File: config.mk
export PLATFORM = sky130hd
export DESIGN_NAME = field_combing_metric_compare
export DESIGN_NICKNAME = d
export VERILOG_FILES = /design/src/fcmc_pkg.sv /design/src/fcmc_term.sv /design/src/fcmc_accum.sv /design/src/field_combing_metric_compare.sv
export SDC_FILE = /design/constraint.sdc
export NUM_CORES = 2
export LEC_CHECK = 0
export BUFFER_PORTS_ARGS = -buffer_cell sky130_fd_sc_hd__buf_2
export CAP_MARGIN = 20
export CELL_PAD_IN_SITES_DETAIL_PLACEMENT = 1
export CELL_PAD_IN_SITES_GLOBAL_PLACEMENT = 1
export CORE_AREA = 5 5 288 290
export DETAILED_ROUTE_END_ITERATION = 10
export DIE_AREA = 0 0 293 295
export PLACE_DENSITY_LB_ADDON = 0.1
export SLEW_MARGIN = 20
export SYNTH_ARGS = -nofsm -noshare
export SYNTH_HDL_FRONTEND = slang
export SYNTH_SLANG_ARGS = --single-unit
File: constraint.sdc
create_clock -name clock -period 14.4 [get_ports clock]
set_input_delay 2.88 -clock clock [delete_from_list [all_inputs] [get_ports clock]]
set_output_delay 2.88 -clock clock [all_outputs]
set_load 0.02 [all_outputs]
File: src/fcmc_pkg.sv
// ----------------------------------------------------------------------------
// Field combing metric compare: shared definitions
// Widths, register indexes, plane codes and the control struct that moves
// along the pipeline next to each item.
// ----------------------------------------------------------------------------
package fcmc_pkg;

   // Pixel and field widths.
   localparam int PIX_W    = 8;
   localparam int WIN_W    = 48;
   localparam int PLANE_W  = 2;
   localparam int SCORE_W  = 48;

   // Largest term is 6 * 255 = 1530, so 11 bits; its square needs 22 bits.
   localparam int TERM_W   = 11;
   localparam int SQ_W     = 2 * TERM_W;

   // Default accumulator width.
   localparam int ACC_BITS_DEF = 48;

   // Division by three through a reciprocal: floor(x / 3) = (x * 683) >> 11
   // holds for every x below 2047, and the three-row sum stays below 767.
   localparam int          DIV3_SHIFT = 11;
   localparam logic [10:0] DIV3_RECIP = 11'd683;

   // Configuration port.
   localparam int CSR_IDX_W  = 3;
   localparam int CSR_DATA_W = 8;

   localparam logic [CSR_IDX_W-1:0] CSR_METRIC_SELECT  = 3'd0;
   localparam logic [CSR_IDX_W-1:0] CSR_CUR_THRESHOLD  = 3'd1;
   localparam logic [CSR_IDX_W-1:0] CSR_NEXT_THRESHOLD = 3'd2;
   localparam logic [CSR_IDX_W-1:0] CSR_SQUARE_MODE    = 3'd3;
   localparam logic [CSR_IDX_W-1:0] CSR_FIELD_ORDER    = 3'd4;
   localparam logic [CSR_IDX_W-1:0] CSR_LUMA_ONLY      = 3'd5;

   // Plane codes; everything that is not luma counts as chroma.
   localparam logic [PLANE_W-1:0] PLANE_LUMA = 2'd0;

   // Metric codes.
   localparam logic METRIC_AVERAGE  = 1'b0;
   localparam logic METRIC_WEIGHTED = 1'b1;

   // Control that travels with an item through the pipeline.
   typedef struct packed {
      logic valid;
      logic active;
      logic last;
   } stage_ctl_type;

endpackage

File: src/fcmc_term.sv
// ----------------------------------------------------------------------------
// Field combing metric compare: combing term
// Forms the combing term of five rows of one pixel window and zeroes it
// when it falls below the noise threshold.
// ----------------------------------------------------------------------------
module fcmc_term (
   input  logic [fcmc_pkg::WIN_W-1:0]  window,
   input  logic                        base,
   input  logic [fcmc_pkg::PIX_W-1:0]  threshold,
   input  logic                        metric_select,
   output logic [fcmc_pkg::TERM_W-1:0] term
);
   import fcmc_pkg::*;

   logic [PIX_W-1:0]  px [5];
   logic [9:0]        sum3;
   logic [20:0]       prod3;
   logic [9:0]        sum2;
   logic [8:0]        sum_bd;
   logic [TERM_W-1:0] pos;
   logic [TERM_W-1:0] neg;
   logic [TERM_W-1:0] diff;
   logic [TERM_W-1:0] limit;

   // Pick rows base .. base+4 of the window.
   always_comb begin
      for (int i = 0; i < 5; i++) begin
         px[i] = base ? window[PIX_W*(i+1) +: PIX_W] : window[PIX_W*i +: PIX_W];
      end
   end

   // Averaging metric sums and the division by three.
   assign sum3   = 10'(px[0]) + 10'(px[2]) + 10'(px[4]) + 10'd1;
   assign prod3  = 21'(sum3) * 21'(DIV3_RECIP);
   assign sum_bd = 9'(px[1]) + 9'(px[3]);
   assign sum2   = 10'(sum_bd) + 10'd1;

   // Select the two sides and the limit of the chosen metric.
   always_comb begin
      if (metric_select == METRIC_WEIGHTED) begin
         pos   = TERM_W'(px[0]) + (TERM_W'(px[2]) << 2) + TERM_W'(px[4]);
         neg   = (TERM_W'(sum_bd) << 1) + TERM_W'(sum_bd);
         limit = (TERM_W'(threshold) << 2) + (TERM_W'(threshold) << 1);
      end else begin
         pos   = TERM_W'(prod3[DIV3_SHIFT +: 9]);
         neg   = TERM_W'(sum2[9:1]);
         limit = TERM_W'(threshold);
      end
   end

   // Absolute difference, with terms under the threshold dropped.
   assign diff = (pos >= neg) ? (pos - neg) : (neg - pos);
   assign term = (diff < limit) ? '0 : diff;

endmodule

File: src/fcmc_accum.sv
// ----------------------------------------------------------------------------
// Field combing metric compare: score accumulators
// Two saturating accumulators, one for each frame. The totals including
// the item in this stage are shown combinationally; a last item clears
// both accumulators.
// ----------------------------------------------------------------------------
module fcmc_accum #(
   parameter int ACC_BITS = fcmc_pkg::ACC_BITS_DEF
) (
   input  logic                         clock,
   input  logic                         reset,
   input  fcmc_pkg::stage_ctl_type      ctl,
   input  logic                         advance,
   input  logic [fcmc_pkg::SQ_W-1:0]    cur_add,
   input  logic [fcmc_pkg::SQ_W-1:0]    next_add,
   output logic [ACC_BITS-1:0]          cur_total,
   output logic [ACC_BITS-1:0]          next_total
);
   import fcmc_pkg::*;

   logic [ACC_BITS-1:0] cur_acc_ff;
   logic [ACC_BITS-1:0] cur_acc_in;
   logic [ACC_BITS-1:0] next_acc_ff;
   logic [ACC_BITS-1:0] next_acc_in;
   logic                take;

   // Saturating add of one addend into one accumulator.
   function automatic logic [ACC_BITS-1:0] sat_add(
      input logic [ACC_BITS-1:0] acc,
      input logic [SQ_W-1:0]     add,
      input logic                use_add
   );
      logic [ACC_BITS:0] sum;
      sum = {1'b0, acc} + ((ACC_BITS+1)'(add) & {(ACC_BITS+1){use_add}});
      return sum[ACC_BITS] ? '1 : sum[ACC_BITS-1:0];
   endfunction

   assign take       = ctl.valid && advance;
   assign cur_total  = sat_add(cur_acc_ff, cur_add, ctl.active);
   assign next_total = sat_add(next_acc_ff, next_add, ctl.active);

   // Next accumulator values: hold, add, or clear after a last item.
   always_comb begin
      cur_acc_in  = cur_acc_ff;
      next_acc_in = next_acc_ff;
      if (take) begin
         cur_acc_in  = ctl.last ? '0 : cur_total;
         next_acc_in = ctl.last ? '0 : next_total;
      end
   end

   always_ff @(posedge clock) begin
      if (reset) begin
         cur_acc_ff  <= '0;
         next_acc_ff <= '0;
      end else begin
         cur_acc_ff  <= cur_acc_in;
         next_acc_ff <= next_acc_in;
      end
   end

`ifndef NO_ASSERTIONS
   // Both accumulators start over after a last item.
   a_clear_after_last: assert property (@(posedge clock) disable iff (reset)
      (take && ctl.last) |=> (cur_acc_ff == '0 && next_acc_ff == '0))
      else $error("accumulators not cleared after last item");

   // Within a frame pair the scores never go down.
   a_monotonic: assert property (@(posedge clock) disable iff (reset)
      (take && !ctl.last) |=> (cur_acc_ff >= $past(cur_acc_ff) &&
                               next_acc_ff >= $past(next_acc_ff)))
      else $error("accumulator decreased within a frame pair");
`endif

endmodule

File: src/field_combing_metric_compare.sv
// A last item accepted into the input register passes the term register and the
// addend register before its result reaches the output register.
// One item per cycle while not held; the accumulator add is the only feedback loop.
// Input stalls only when a last item meets an output register still held by stall.
// Reset clears the configuration registers, both accumulators and all valid flags.
// ----------------------------------------------------------------------------
// Field combing metric compare
// Scores the combing of the current and the candidate next frame over a
// frame pair of pixel windows and reports which frame combs less.
// ----------------------------------------------------------------------------
module field_combing_metric_compare #(
   parameter int ACC_BITS = fcmc_pkg::ACC_BITS_DEF
) (
   input  logic                             clock,
   input  logic                             reset,
   // Input item channel.
   input  logic                             req_valid,
   output logic                             req_stall,
   input  logic [fcmc_pkg::PLANE_W-1:0]     req_plane,
   input  logic [fcmc_pkg::WIN_W-1:0]       req_cur_window,
   input  logic [fcmc_pkg::WIN_W-1:0]       req_next_window,
   input  logic                             req_last,
   // Result channel.
   output logic                             rsp_valid,
   input  logic                             rsp_stall,
   output logic                             rsp_choose_next,
   output logic [fcmc_pkg::SCORE_W-1:0]     rsp_cur_score,
   output logic [fcmc_pkg::SCORE_W-1:0]     rsp_next_score,
   // Configuration write channel.
   input  logic                             csr_valid,
   output logic                             csr_ready,
   input  logic [fcmc_pkg::CSR_IDX_W-1:0]   csr_index,
   input  logic [fcmc_pkg::CSR_DATA_W-1:0]  csr_wdata
);
   import fcmc_pkg::*;

   // Configuration registers.
   logic              metric_select_ff;
   logic [PIX_W-1:0]  cur_threshold_ff;
   logic [PIX_W-1:0]  next_threshold_ff;
   logic              square_mode_ff;
   logic              field_order_ff;
   logic              luma_only_ff;

   // Pipeline registers.
   stage_ctl_type     s1_ctl_ff, s1_ctl_in;
   stage_ctl_type     s2_ctl_ff;
   stage_ctl_type     s3_ctl_ff;
   logic [WIN_W-1:0]  s1_cur_win_ff;
   logic [WIN_W-1:0]  s1_next_win_ff;
   logic [TERM_W-1:0] s2_cur_term_ff;
   logic [TERM_W-1:0] s2_next_term_ff;
   logic [SQ_W-1:0]   s3_cur_add_ff;
   logic [SQ_W-1:0]   s3_next_add_ff;

   // Output register.
   logic                rsp_valid_ff;
   logic [ACC_BITS-1:0] rsp_cur_ff;
   logic [ACC_BITS-1:0] rsp_next_ff;

   logic [TERM_W-1:0]   cur_term;
   logic [TERM_W-1:0]   next_term;
   logic [ACC_BITS-1:0] cur_total;
   logic [ACC_BITS-1:0] next_total;
   logic                hold;
   logic                advance;
   logic                req_take;
   logic                emit;

   // The pipeline holds only when a last item cannot enter the full output register.
   assign hold      = s3_ctl_ff.valid && s3_ctl_ff.last && rsp_valid_ff && rsp_stall;
   assign advance   = !hold;
   assign req_stall = hold;
   assign req_take  = req_valid && !req_stall;
   assign emit      = s3_ctl_ff.valid && s3_ctl_ff.last && advance;
   assign csr_ready = 1'b1;

   // Configuration writes.
   always_ff @(posedge clock) begin
      if (reset) begin
         metric_select_ff  <= METRIC_AVERAGE;
         cur_threshold_ff  <= '0;
         next_threshold_ff <= '0;
         square_mode_ff    <= 1'b0;
         field_order_ff    <= 1'b0;
         luma_only_ff      <= 1'b0;
      end else if (csr_valid && csr_ready) begin
         case (csr_index)
            CSR_METRIC_SELECT:  metric_select_ff  <= csr_wdata[0];
            CSR_CUR_THRESHOLD:  cur_threshold_ff  <= csr_wdata;
            CSR_NEXT_THRESHOLD: next_threshold_ff <= csr_wdata;
            CSR_SQUARE_MODE:    square_mode_ff    <= csr_wdata[0];
            CSR_FIELD_ORDER:    field_order_ff    <= csr_wdata[0];
            CSR_LUMA_ONLY:      luma_only_ff      <= csr_wdata[0];
            default: begin
            end
         endcase
      end
   end

   // Input stage control: chroma items under luma-only add nothing.
   always_comb begin
      s1_ctl_in.valid  = req_take;
      s1_ctl_in.active = !(luma_only_ff && req_plane != PLANE_LUMA);
      s1_ctl_in.last   = req_last;
   end

   // Valid flags of the pipeline.
   always_ff @(posedge clock) begin
      if (reset) begin
         s1_ctl_ff <= '0;
         s2_ctl_ff <= '0;
         s3_ctl_ff <= '0;
      end else if (advance) begin
         s1_ctl_ff <= s1_ctl_in;
         s2_ctl_ff <= s1_ctl_ff;
         s3_ctl_ff <= s2_ctl_ff;
      end
   end

   // Term units; the two frames use opposite row offsets.
   fcmc_term u_cur_term (
      .window        (s1_cur_win_ff),
      .base          (field_order_ff),
      .threshold     (cur_threshold_ff),
      .metric_select (metric_select_ff),
      .term          (cur_term)
   );

   fcmc_term u_next_term (
      .window        (s1_next_win_ff),
      .base          (!field_order_ff),
      .threshold     (next_threshold_ff),
      .metric_select (metric_select_ff),
      .term          (next_term)
   );

   // Payload of the pipeline: windows, terms, then plain or squared addends.
   always_ff @(posedge clock) begin
      if (advance) begin
         s1_cur_win_ff   <= req_cur_window;
         s1_next_win_ff  <= req_next_window;
         s2_cur_term_ff  <= cur_term;
         s2_next_term_ff <= next_term;
         s3_cur_add_ff   <= square_mode_ff ? SQ_W'(s2_cur_term_ff) * SQ_W'(s2_cur_term_ff)
                                           : SQ_W'(s2_cur_term_ff);
         s3_next_add_ff  <= square_mode_ff ? SQ_W'(s2_next_term_ff) * SQ_W'(s2_next_term_ff)
                                           : SQ_W'(s2_next_term_ff);
      end
   end

   fcmc_accum #(
      .ACC_BITS (ACC_BITS)
   ) u_accum (
      .clock      (clock),
      .reset      (reset),
      .ctl        (s3_ctl_ff),
      .advance    (advance),
      .cur_add    (s3_cur_add_ff),
      .next_add   (s3_next_add_ff),
      .cur_total  (cur_total),
      .next_total (next_total)
   );

   // Output register valid.
   always_ff @(posedge clock) begin
      if (reset) begin
         rsp_valid_ff <= 1'b0;
      end else if (emit) begin
         rsp_valid_ff <= 1'b1;
      end else if (!rsp_stall) begin
         rsp_valid_ff <= 1'b0;
      end
   end

   // Output register payload.
   always_ff @(posedge clock) begin
      if (emit) begin
         rsp_cur_ff  <= cur_total;
         rsp_next_ff <= next_total;
      end
   end

   assign rsp_valid       = rsp_valid_ff;
   assign rsp_choose_next = rsp_next_ff < rsp_cur_ff;

   // Scores are reported at their field width.
   generate
      if (ACC_BITS >= SCORE_W) begin : g_score_trunc
         assign rsp_cur_score  = rsp_cur_ff[SCORE_W-1:0];
         assign rsp_next_score = rsp_next_ff[SCORE_W-1:0];
      end else begin : g_score_ext
         assign rsp_cur_score  = SCORE_W'(rsp_cur_ff);
         assign rsp_next_score = SCORE_W'(rsp_next_ff);
      end
   endgenerate

`ifndef NO_ASSERTIONS
   // Input stalls only behind a stalled result.
   a_stall_cause: assert property (@(posedge clock) disable iff (reset)
      req_stall |-> (rsp_valid_ff && rsp_stall))
      else $error("input stalled without a stalled result");

   // A last item that leaves the accumulator stage always shows a result.
   a_emit_result: assert property (@(posedge clock) disable iff (reset)
      emit |=> rsp_valid_ff)
      else $error("last item produced no result");

   // A new result appears only from a last item.
   a_result_source: assert property (@(posedge clock) disable iff (reset)
      $rose(rsp_valid_ff) |-> $past(emit))
      else $error("result appeared without a last item");
`endif

endmodule
# Yosys cells after proc, flatten, opt, wreduce, memory -nomap -nowiden
# Index checks and enable logic that the tools add are counted.
# totals
ff_bits,384
in_bits,115
output_inout_bits,100
wordCells,112
# op_classes
add_sub_neg,24
multipliers,4
magnitude_cmp,5
eq_ne,6
muxes,26
n_bitwise,2
reduce_logical,17
# op_table
op,count
two-way mux 48 bit,4
two-way mux 11 bit,10
adder 48 x 49 -> 49 bit,2
AND 22 x 49 -> 49 bit,2
two-way mux 8 bit,10
less-than comparator 48 bit,1
adder 10 x 9 -> 11 bit,4
multiplier 11 x 11 -> 22 bit,2
subtractor 11 bit,4
multiplier 10 x 10 -> 20 bit (second input constant),2
adder 8 x 8 -> 9 bit,4
adder 11 x 8 -> 11 bit,2
adder 8 x 10 -> 11 bit,2
>= comparator 11 bit,2
less-than comparator 11 bit,2
adder 10 x 1 -> 10 bit (second input constant),2
adder 10 x 8 -> 10 bit,2
adder 9 x 1 -> 10 bit (second input constant),2
AND reduction 2 bit,6
logical AND 1 bit,7
equality test 3 x 2 -> 1 bit (second input constant),2
equality test 3 bit (second input constant),2
equality test 3 x 1 -> 1 bit (second input constant),1
logical NOT 3 bit,1
4 further kinds,6

# Longest topological paths before layout
# depth
word_depth,9
mapped_depth,54
mapped_depth_nobuf,50

# By module
# A second synthesis with hierarchy kept.
# hier_totals
hier_cells,3858
area_unflattened_um2,37068.1
# by_module_without_submodules
module,instances,cells_per_inst,area_each_um2,seq_area_each_um2
field_combing_metric_compare,1,1403,17121.4,8348.0
fcmc_accum,1,1021,7846.3,1921.8
fcmc_term at u_cur_term,1,749,6303.5,0.0
fcmc_term at u_next_term,1,685,5796.8,0.0

# Worst setup path before layout
# Ideal clock, no wire load.
# synth_path
path_kind,input to output
start,in rsp_stall
end,out req_stall
arrival_ps,9578
required_time_ps,11520
path_slack_ps,1942
stages,3
path_buffers,1
cell_sequence,nand4_1 -> clkbuf_1 -> clkinv_1
# synth_via
elab_chain_cells,1
# synth_rtl
item,line_no,text
from (decl),field_combing_metric_compare.sv:25,"input logic rsp_stall,"
logical AND 1 bit,field_combing_metric_compare.sv:71,assign hold = s3_ctl_ff.valid && s3_ctl_ff.last && rsp_valid_ff && rsp_stall;
to (decl),field_combing_metric_compare.sv:18,"output logic req_stall,"
# No other way between the ends.

# Worst setup path after layout
# layout_path
start,reg field_order_ff
end,"reg s2_cur_term_ff[5], data pin"
# layout_via
elab_chain_cells,9
elab_cells_between_ends,21
cone_classes,add/sub (10); mul (1); order compare (2); mux (8)
# layout_rtl
item,line_no,text
from (decl),field_combing_metric_compare.sv:42,logic field_order_ff;
from (signal assigned),field_combing_metric_compare.sv:93,CSR_FIELD_ORDER: field_order_ff <= csr_wdata[0];
two-way mux 8 bit,fcmc_term.sv:28,px[i] = base ? window[PIX_W*(i+1) +: PIX_W] : window[PIX_W*i +: PIX_W];
adder 8 x 8 -> 9 bit,fcmc_term.sv:33,assign sum3 = 10'(px[0]) + 10'(px[2]) + 10'(px[4]) + 10'd1;
adder 10 x 8 -> 10 bit,fcmc_term.sv:33,
adder 10 x 1 -> 10 bit,fcmc_term.sv:33,
multiplier 10 x 10 -> 20 bit,fcmc_term.sv:34,assign prod3 = 21'(sum3) * 21'(DIV3_RECIP);
two-way mux 11 bit,fcmc_term.sv:40,if (metric_select == METRIC_WEIGHTED) begin
subtractor 11 bit / >= comparator 11 bit (equally long branches),fcmc_term.sv:52,assign diff = (pos >= neg) ? (pos - neg) : (neg - pos);
two-way mux 11 bit (*),fcmc_term.sv:52,
net u_cur_term.diff[8],fcmc_term.sv:22,logic [TERM_W-1:0] diff;
less-than comparator 11 bit (*),fcmc_term.sv:53,assign term = (diff < limit) ? '0 : diff;
to (signal assigned),field_combing_metric_compare.sv:143,s2_cur_term_ff <= cur_term;
to (decl),field_combing_metric_compare.sv:51,logic [TERM_W-1:0] s2_cur_term_ff;
# Mark *: on every way through the listed nets, which the timed path passes. The rest lies on a longest branch.
# A chain may end at the register's enable or synchronous reset.

==> metrics <==
Placer Congestion=about 0.85; Worst EP required=14.71 ns; crit end category=flop; worst setup path startpoint=field_order_ff; clk slew on worst S/H paths=approximately 0.060 ns; Commonest cells post-synth=477 x ha_1, 395 x inv_1, 295 x nand2_1; share of cells above drive strength 1=11.7%; Mapped Area=~36000 µm²; DRT Pass-1 Iters=4; fin util=a little under 50%; chip height=295 µm; Hold-fix buffers, CTS=0; final net count=4644; crit path DAT=around 12 ns; I/O Pins=215; fin crit period=about 12 ns; max-cap violations=0; Worst Min Path Start=s2_ctl_ff[2]; total grt overflow=0; Mapped Cells=3705; IO Port Bufs=about 210; Overall Global Routing Usage=21.2%; fin crit share=84.6%; Final Slew Violations=0; die area=86400 µm²; first-pass GRT wire length=151 mm; yosys warns=0; cell taking the most area after synthesis=edfxtp_1; average wire per standard cell=about 19 µm; RSZ-0062 raised after global routing=false; worst hold margin=0.455 ns; status=completed; final setup fails=0; r2r worst-path depth=48; Slew HR=34.6%; Synth area leaders=edfxtp_1 22%, ha_1 17%, fa_1 11%; TritonCTS clock tree=built; Yosys top cell area share=21.7%; post_cts resized=0; most common cell in the netlist=ha_1; synthesis-to-layout area growth=10.3%; Die Span X=293 µm; syn_nets=about 4500; Site Rows=104; final hold violations=0; vias in the first global route=roughly 28000; Max Buffers Root-to-Sink=3; Root Driver=clkbuf_16; Inserted Clock Buffers=45; clk sinks=approximately 380; initial core utilization=between 40 and 50%; H-tree levels=2; Critical Path Max Stage Delay=about 0.76 ns; HP Class=reg2reg; core area=~80000 µm²; sequential share of the synthesized area=between 20% and 30%; reg2reg setup slack=~2.2 ns; Mapped Avg Cell Area=between 9 and 10 µm²; Vias=26700; Detailed Place HPWL=roughly 75 mm; flops & latches, synth=between 300 and 400; crit path kind=reg2reg; drt via density=roughly 5.4; Critical R2R Launch=field_order_ff; Primary FF master, synth=edfxtp_1; Routed WL=approximately 90 mm; setup_tns=0 ns; worst setup path endpoint=s2_cur_term_ff[5]; Residual DRC=0; top achievable clock speed=between 80 and 90 MHz; initial DRC count=838; initial antenna violation count=10; Synth cell types=just over 90; largest net degree at the start of global routing=84; slowest CP cell=dfxtp_4; async set-reset flop share out of synthesis=0%; Clock Latency Late Sink=~0.6 ns; skew final=around 0.029 ns; measured slew at the worst slew-check pin=0.982 ns; Post CTS Setup Buffer Count=0; worst r2r dst=s2_cur_term_ff[5]; crit path max fanout=approximately 50; fill cell count=a little over 9000; Routed Antenna Nets=0; EDFF count, synth=258; startpoint types=flop
## per-layer routing
metal	wire, µm	share of wire, %	vias up	global-route usage (%)
li1	-	-	13200	-
met1	42800	46	13000	28.3
met4	1770	1.9	6	4.35
met3	3280	3.5	106	2.82
met2	44800	48	366	37.3
met5	34	0.037	-	0
## how the worst min path moves through the flow
stage | endpoint | slack (ns) | cells past startpoint
after CTS | s2_ctl_ff[2] | 0.45 | 2
after detailed placement | s2_ctl_ff[2] | 0.45 | 2
after floorplan | s1_ctl_ff[0] | 0.43 | 2
after global routing | s2_ctl_ff[2] | 0.47 | 2
final | s2_ctl_ff[2] | 0.46 | 2
after global placement | s2_ctl_ff[2] | 0.44 | 2
## sequential cells by signal, summed over array words and instances, names as in the netlist, 11 cells and up
| register | cells |
|---|---|
| s3_cur_add_ff | 22 |
| s1_cur_win_ff | 48 |
| u_accum.cur_acc_ff | 48 |
| rsp_cur_score | 48 |
| u_accum.next_acc_ff | 48 |
| s3_next_add_ff | 22 |
| s1_next_win_ff | 48 |
| rsp_next_score | 48 |
| s2_next_term_ff | 11 |
| s2_cur_term_ff | 11 |
## area by class of cell
| class | count | area [µm²] | share of cell area, % |
|---|---|---|---|
| multi-input combinational | 2795 | 23400 | 59.5 |
| antenna | 7 | 17.5 | 0.0446 |
| inverter | 396 | 1490 | 3.78 |
| sequential | 384 | 10300 | 26.2 |
| tap | 1060 | 1330 | 3.37 |
| clock buffer | 51 | 1180 | 3.00 |
| clock inverter | 32 | 364 | 0.926 |
| timing repair buffer | 238 | 1250 | 3.19 |
## layout by cell type, fill, tap and decap left out, drive strengths merged, types with 25 or more instances in the layout
cell / Yosys / routed
nand3: 59 / 59
o21a: 25 / 25
clkbuf: 106 / 51
a21oi: 244 / 244
buf: 24 / 238
nand2: 295 / 295
mux2i: 56 / 56
xnor2: 165 / 165
ha: 477 / 477
edfxtp: 258 / 258
nand4: 41 / 41
nor3: 52 / 52
mux2: 92 / 92
nor2: 189 / 189
inv: 395 / 398
nor2b: 69 / 69
dfxtp: 126 / 126
and2: 149 / 149
o21ai: 146 / 146
a22o: 39 / 39
o21bai: 32 / 32
fa: 192 / 192
nand2b: 35 / 35
xor2: 86 / 86
a21o: 107 / 107
## critical path: cells and delay by family (launching register included)
family	cells	cell delay, ns
adder cells (fa/ha/maj)	9	3.29
AO/OA/AOI/OAI	18	3.85
buffers and inverters	8	1.21
XOR/XNOR	5	1.08
AND/OR/NAND/NOR	6	1.12
flip-flops	1	0.76
multiplexers	2	0.59
## stage by stage
step                      cell area [µm²]  instances  setup WS (ns)
after global routing                39300       4960           1.20
final                               39300       4963           2.21
after CTS                           39300       4956           1.94
after detailed placement            37700       4873           2.00
after global placement              37700       4873           2.28
after floorplan                     35600       3705           1.94
## cells by family (layout without fill, tap and decap cells)
group | count (synthesis) | count (layout) | share of synthesized area, %
other | 1 | 8 | 0.0105
buffers and inverters | 526 | 717 | 5.66
adder cells (fa/ha/maj) | 669 | 669 | 27.5
AND/OR/NAND/NOR | 981 | 981 | 13.8
multiplexers | 148 | 148 | 4.48
flip-flops | 384 | 384 | 28.8
AO/OA/AOI/OAI | 745 | 745 | 13.6
XOR/XNOR | 251 | 251 | 6.17
Power is not shown: default switching activity piles up to over one toggle a cycle in this logic, so the estimate is an artifact.
